===== src/hw/rtl/frrt_pkg.sv =====
// Shared types and constants of the firewall range rule table.
package frrt_pkg;

   localparam int RULE_SLOTS = 64;
   localparam int SLOT_W = (RULE_SLOTS > 1) ? $clog2(RULE_SLOTS) : 1;

   localparam logic [1:0] ACT_ADD = 2'd0;
   localparam logic [1:0] ACT_DELETE = 2'd1;
   localparam logic [1:0] ACT_CHECK = 2'd2;

   localparam logic [2:0] ST_ADDED = 3'd0;
   localparam logic [2:0] ST_INVALID = 3'd1;
   localparam logic [2:0] ST_DELETED = 3'd2;
   localparam logic [2:0] ST_NOTFOUND = 3'd3;
   localparam logic [2:0] ST_ACCEPTED = 3'd4;
   localparam logic [2:0] ST_REJECTED = 3'd5;
   localparam logic [2:0] ST_FULL = 3'd6;

   typedef struct packed {
      logic [31:0] ip_low;
      logic [31:0] ip_high;
      logic [15:0] port_low;
      logic [15:0] port_high;
   } rule_type;

   typedef struct packed {
      logic load;
      logic issue;
      logic commit;
   } dp_cmd_type;

   typedef struct packed {
      logic       bad_req;
      logic       hit;
      logic       last;
      logic       issue_last;
      logic [1:0] action;
   } dp_stat_type;

endpackage


===== src/hw/rtl/frrt_ctrl.sv =====
// Controller of the rule table: request acceptance, slot scan sequencing and result strobe.
module frrt_ctrl
   import frrt_pkg::*;
(
   input  logic        clock,
   input  logic        reset,
   input  logic        start,
   output logic        busy,
   output dp_cmd_type  cmd,
   input  dp_stat_type stat,
   output logic        rsp_valid,
   output logic [2:0]  rsp_status
);

   typedef enum logic {
      S_IDLE,
      S_SCAN
   } state_type;

   state_type  state_ff, state_in;
   logic       issuing_ff, issuing_in;
   logic       rsp_valid_ff, rsp_valid_in;
   logic [2:0] rsp_status_ff, rsp_status_in;
   logic [2:0] hit_status;
   logic [2:0] miss_status;

   always_comb begin
      case (stat.action)
         ACT_ADD: begin
            hit_status = ST_ADDED;
            miss_status = ST_FULL;
         end
         ACT_DELETE: begin
            hit_status = ST_DELETED;
            miss_status = ST_NOTFOUND;
         end
         ACT_CHECK: begin
            hit_status = ST_ACCEPTED;
            miss_status = ST_REJECTED;
         end
         default: begin
            hit_status = ST_INVALID;
            miss_status = ST_INVALID;
         end
      endcase
   end

   assign busy = (state_ff != S_IDLE);
   assign cmd.load = (state_ff == S_IDLE) && start;
   assign cmd.issue = (state_ff == S_SCAN) && issuing_ff;
   assign cmd.commit = (state_ff == S_SCAN) && stat.hit && (stat.action != ACT_CHECK);

   always_comb begin
      state_in = state_ff;
      issuing_in = issuing_ff;
      rsp_valid_in = 1'b0;
      rsp_status_in = rsp_status_ff;
      case (state_ff)
         S_IDLE: begin
            if (start) begin
               if (stat.bad_req) begin
                  rsp_valid_in = 1'b1;
                  rsp_status_in = ST_INVALID;
               end else begin
                  state_in = S_SCAN;
                  issuing_in = 1'b1;
               end
            end
         end
         S_SCAN: begin
            if (cmd.issue && stat.issue_last) begin
               issuing_in = 1'b0;
            end
            if (stat.hit) begin
               state_in = S_IDLE;
               issuing_in = 1'b0;
               rsp_valid_in = 1'b1;
               rsp_status_in = hit_status;
            end else if (stat.last) begin
               state_in = S_IDLE;
               issuing_in = 1'b0;
               rsp_valid_in = 1'b1;
               rsp_status_in = miss_status;
            end
         end
         default: begin
            state_in = S_IDLE;
            issuing_in = 1'b0;
         end
      endcase
   end

   always_ff @(posedge clock) begin
      if (reset) begin
         state_ff <= S_IDLE;
         issuing_ff <= 1'b0;
         rsp_valid_ff <= 1'b0;
         rsp_status_ff <= ST_ADDED;
      end else begin
         state_ff <= state_in;
         issuing_ff <= issuing_in;
         rsp_valid_ff <= rsp_valid_in;
         rsp_status_ff <= rsp_status_in;
      end
   end

   assign rsp_valid = rsp_valid_ff;
   assign rsp_status = rsp_status_ff;

endmodule


===== config.mk =====
export PLATFORM = sky130hd
export DESIGN_NAME = frrt_ctrl
export DESIGN_NICKNAME = d
export VERILOG_FILES = /design/src/hw/rtl/frrt_pkg.sv /design/src/hw/rtl/frrt_ctrl.sv
export SDC_FILE = /design/constraint.sdc
export NUM_CORES = 1
export LEC_CHECK = 0
export BUFFER_PORTS_ARGS = -buffer_cell sky130_fd_sc_hd__buf_2
export CORE_AREA = 2 2 39 41
export DETAILED_ROUTE_END_ITERATION = 6
export DIE_AREA = 0 0 41 43
export GPL_ROUTABILITY_DRIVEN = 0
export HOLD_SLACK_MARGIN = 0.1
export SETUP_SLACK_MARGIN = 0.02
export SLEW_MARGIN = 5
export SYNTH_ARGS = -nofsm -noshare
export SYNTH_HDL_FRONTEND = slang
export SYNTH_SLANG_ARGS = --single-unit
export TNS_END_PERCENT = 100

===== constraint.sdc =====
create_clock -name clock -period 1 [get_ports clock]
set_input_delay 0.3 -clock clock [delete_from_list [all_inputs] [get_ports clock]]
set_output_delay 0.3 -clock clock [all_outputs]
set_load 0.1 [all_outputs]

Word-level counts from Yosys, hierarchy flattened
Cells that the tools add are included.

word-level totals
  register bits after elaboration = 6
  input port bits = 9
  output and inout port bits = 8
  logic and storage cells = 44

cells by class
  equality and inequality tests = 8
  multiplexer cells = 23
  bitwise logic cells = 1
  reductions and logical operators = 8

operators with widths
  cell                  number
  $pmux W3 S3           2
  $mux W1               13
  $mux W3               4
  $ne A2 B2 Y1 const B  4
  $pmux W1 S2           3
  $pmux W3 S2           1
  $reduce_and A3 Y1     2
  $logic_and A1 B1 Y1   5
  $ne A4 B3 Y1 const B  1
  $ne A3 B3 Y1 const B  1
  $eq A2 B1 Y1 const B  1
  $eq A2 B2 Y1 const B  1
  $logic_not A2 Y1      1
  $not A1 Y1            1

Depth between registers and ports, before layout
  depth in word-level cells = 6
  gate-level depth with buffers = 4
  mapped depth without buffers = 3

Worst setup path before layout
OpenSTA, ideal clock, no wires.

  kind = register -> output
  from = register state_ff, in the netlist busy
  to = output port cmd[0] (netlist name)
  data arrival time = 2706 ps
  data required time = 700 ps
  slack = -2006 ps
  stages on the path, launching flop included = 4
  path through = dfxtp_1 buf_6 nand2_1 a21oi_1

RTL lines
  what                    RTL line          RTL
  from (decl)             frrt_ctrl.sv:20   state_type state_ff, state_in;
  from (signal assigned)  frrt_ctrl.sv:100  state_ff <= state_in;
  to (decl)               frrt_ctrl.sv:9    output dp_cmd_type cmd,

==> run_summary.xml <==
<?xml version="1.0" encoding="UTF-8"?>
<metrics>
  <group name="outcome">
    <metric name="result_of_the_run" unit="">complete, but fails checks</metric>
    <metric name="failed_checks" unit="">setup timing</metric>
  </group>
  <group name="clock_tree">
    <metric name="cts-buffers-inserted" unit="">3</metric>
    <metric name="clk_latency" unit="ns">0.25</metric>
    <metric name="htree_num_levels" unit="">1</metric>
    <metric name="clk_pin_slew" unit="ns">0.05</metric>
    <metric name="clock_path_buffers" unit="">2</metric>
    <metric name="tritoncts_clock_tree" unit="">built</metric>
    <metric name="clock_sinks" unit="">6</metric>
    <metric name="hold_buffers" unit="">0</metric>
    <metric name="cts-root-buf" unit="">clkbuf_4</metric>
  </group>
  <group name="timing">
    <metric name="worstMarginPinSlew" unit="ns">0.235</metric>
    <metric name="fin_ws" unit="ns">-0.306</metric>
    <metric name="min_period" unit="ns">1.31</metric>
    <metric name="rsz_0062_raised_after_global_routing" unit="">true</metric>
    <metric name="report.final.setup_viol" unit="">13</metric>
    <metric name="maxClockFrequency" unit="MHz">766</metric>
    <metric name="fin_crit_sh" unit="%">131</metric>
    <metric name="hold_viol_final" unit="">0</metric>
    <metric name="timing_max_transition_violations_final" unit="">0</metric>
    <metric name="timing.clock.skew" unit="ns">0.00483</metric>
    <metric name="timing.max_slew.rel_slack" unit="%">84.3</metric>
  </group>
  <group name="synth">
    <metric name="distinct_cell_type_count_after_synthesis" unit="">19</metric>
    <metric name="seq_area_frac_synth" unit="%">35.4</metric>
    <metric name="postSynthAreaPerCell" unit="um2">8.69</metric>
    <metric name="yosys_warnings" unit="">0</metric>
    <metric name="postSynthNetCount" unit="">48</metric>
    <metric name="synth_area" unit="um2">339</metric>
    <metric name="ys_seq_elements" unit="">6</metric>
    <metric name="postSynthCellCount" unit="">39</metric>
  </group>
  <group name="finish">
    <metric name="mostFrequentLayoutCell" unit="">buf_12</metric>
    <metric name="layout.core_utilization" unit="%">50.5</metric>
    <metric name="layout.cells.most_common_list" unit="">buf_12, buf_2, buf_4</metric>
    <metric name="antennaDiodeCount" unit="">0</metric>
    <metric name="area_growth_syn_to_layout" unit="%">106</metric>
    <metric name="final_layout_size_suffix_gt1_share" unit="%">66.7</metric>
    <metric name="num-nets-final" unit="">76</metric>
  </group>
  <group name="global_routing">
    <metric name="grt_first_pass_wirelength" unit="um">1120</metric>
    <metric name="grt_overflow" unit="">0</metric>
    <metric name="grt_max_degree" unit="">7</metric>
    <metric name="grt_pass1_vias" unit="">281</metric>
    <metric name="grt_antenna_before_repair" unit="">0</metric>
    <metric name="global_route.usage.total" unit="%">9.85</metric>
  </group>
  <group name="detailed_routing">
    <metric name="first_drt_pass_iteration_count" unit="">2</metric>
    <metric name="routed_wire_length_per_instance" unit="um">8.98</metric>
    <metric name="drt_wl_total" unit="um">736</metric>
    <metric name="initialDrtViolationCount" unit="">1</metric>
    <metric name="drcViolationCount" unit="">0</metric>
    <metric name="vias" unit="">369</metric>
    <metric name="count_of_antenna_violating_nets_left_after_detailed_routing" unit="">0</metric>
    <metric name="avgViaCountPerCell" unit="">4.50</metric>
  </group>
  <group name="pwr">
    <metric name="power_density" unit="nW/um2">1160</metric>
    <metric name="standby_leakage_power" unit="nW">0.305</metric>
    <metric name="ir_drop" unit="mV">0.712</metric>
  </group>
  <group name="critical_path">
    <metric name="crit_path_max_fanout" unit="">6</metric>
    <metric name="type_of_destination_of_the_critical_path" unit="">primary output</metric>
    <metric name="worst_r2r_startpoint" unit="">busy$_SDFF_PP0_</metric>
    <metric name="worst_setup_path_startpoint" unit="">busy$_SDFF_PP0_</metric>
    <metric name="criticalPathCategory" unit="">flop to primary output</metric>
    <metric name="arrival" unit="ns">1.01</metric>
    <metric name="rr_endpoint" unit="">rsp_valid$_SDFF_PP0_</metric>
    <metric name="timing.critical_path.required" unit="ns">0.70</metric>
    <metric name="r2r.worst_path.cells" unit="">5</metric>
    <metric name="worst_setup_path_endpoint" unit="">cmd[0]</metric>
    <metric name="start_kind" unit="">flop</metric>
    <metric name="rrSetupSlack" unit="ns">-0.14</metric>
  </group>
  <group name="placement">
    <metric name="place_worst_setup_slack" unit="ns">-0.156</metric>
    <metric name="port-buffer-count" unit="">16</metric>
    <metric name="dp_hpwl" unit="um">615</metric>
  </group>
  <group name="floorplanning">
    <metric name="die_area" unit="um2">1760</metric>
    <metric name="die_width" unit="um">41</metric>
    <metric name="floorplan.core_area" unit="um2">1380</metric>
    <metric name="die_h" unit="um">43</metric>
    <metric name="num_rows" unit="">14</metric>
    <metric name="initial_cell_density_of_the_core" unit="%">24.5</metric>
    <metric name="io_pins" unit="">17</metric>
  </group>
  <group name="job">
    <metric name="max-cap-violations" unit="">0</metric>
  </group>
  <group name="min_path">
    <metric name="min_path_cells" unit="">2</metric>
    <metric name="hold_crit_class" unit="">input port to flop</metric>
  </group>
</metrics>
## cells by family (layout without fill, tap and decap cells)
group	Yosys count	count (layout)	share of synthesized area, %
AOI/OAI and AO/OA	12	12	22.1
buffers and inverters	6	33	11.1
DFF	6	6	35.4
muxes	2	2	7.75
and+or+nand+nor	13	13	23.6
## power breakdown
group / leakage, nW / internal (mW) / switching, mW
clock: 0.0150 / 0.151 / 0.0904
sequential: 0.0515 / 0.253 / 0.0133
combinational: 0.238 / 0.129 / 0.172
## cell usage after synthesis
cell type  number  area (um2)
dfxtp_1         6         120
a21oi_1         5        25.0
inv_1           4        15.0
nor2_1          3        11.3
a21oi_2         2        17.5
buf_6           2        22.5
nand3_1         2        10.0
nor2b_1         2        12.5
nor3_1          2        10.0
o21ai_1         2        10.0
and2_1          1        6.26
mux2_2          1        11.3
mux2_4          1        15.0
nand2_1         1        3.75
nor3b_1         1        7.51
nor3b_4         1        18.8
o21ai_0         1        5.00
o311a_1         1        10.0
o31ai_1         1        7.51
## state kept, by name, summed over array words and instances (netlist names)
register    flops
rsp_valid       1
rsp_status      3
issuing_ff      1
busy            1
## per-stage QoR
step	area [um2]	total power [mW]	setup TNS [ns]	hold slack, ns	cells
after detailed placement	638	0.561	-0.759	0.492	75
final	699	0.809	-1.79	0.282	82
after floorplan	387	0.443	-1.96	0.355	39
after global routing	699	0.855	-2.40	0.274	82
after CTS	677	0.815	-1.48	0.277	80
after global placement	638	0.558	-0.660	0.470	75
## critical path: stages (launching register included)
cell,delay (ns)
dfxtp_4,0.39
nand2_4,0.06
a21oi_4,0.13
buf_12,0.18
## worst min-delay path by stage
| stage | from | endpoint |
|---|---|---|
| 2_1_floorplan | reset | rsp_status[1]$_SDFFE_PP0P_ |
| 3_3_place_gp | issuing_ff$_SDFFE_PP0P_ | issuing_ff$_SDFFE_PP0P_ |
| 3_5_place_dp | issuing_ff$_SDFFE_PP0P_ | issuing_ff$_SDFFE_PP0P_ |
| 4_1_cts | reset | rsp_status[1]$_SDFFE_PP0P_ |
| 5_1_grt | reset | rsp_status[1]$_SDFFE_PP0P_ |
| 6_report | reset | rsp_status[1]$_SDFFE_PP0P_ |
## cell type report
cell class / count / area (um2)
clock buffer: 4 / 26.3
fill: 126 / 684
inverter: 4 / 15.0
multi-input combinational: 27 / 225
sequential: 6 / 129
tap: 16 / 20.0
timing repair buffer: 25 / 284
## metal layers
layer,global-route usage [%],vias to the layer above,part of all wire (%)
li1,-,189,-
met1,11.6,166,41
met2,13.8,14,50
met3,7.85,0,9.4
met4,2.00,0,0
met5,0,-,0
## timing repair
item                       CTS  global route
pin swaps                    1             0
resized for setup            1             2
setup buffers                1             2
setup endpoints to repair   12            13
(Power assumes the default switching activity.)
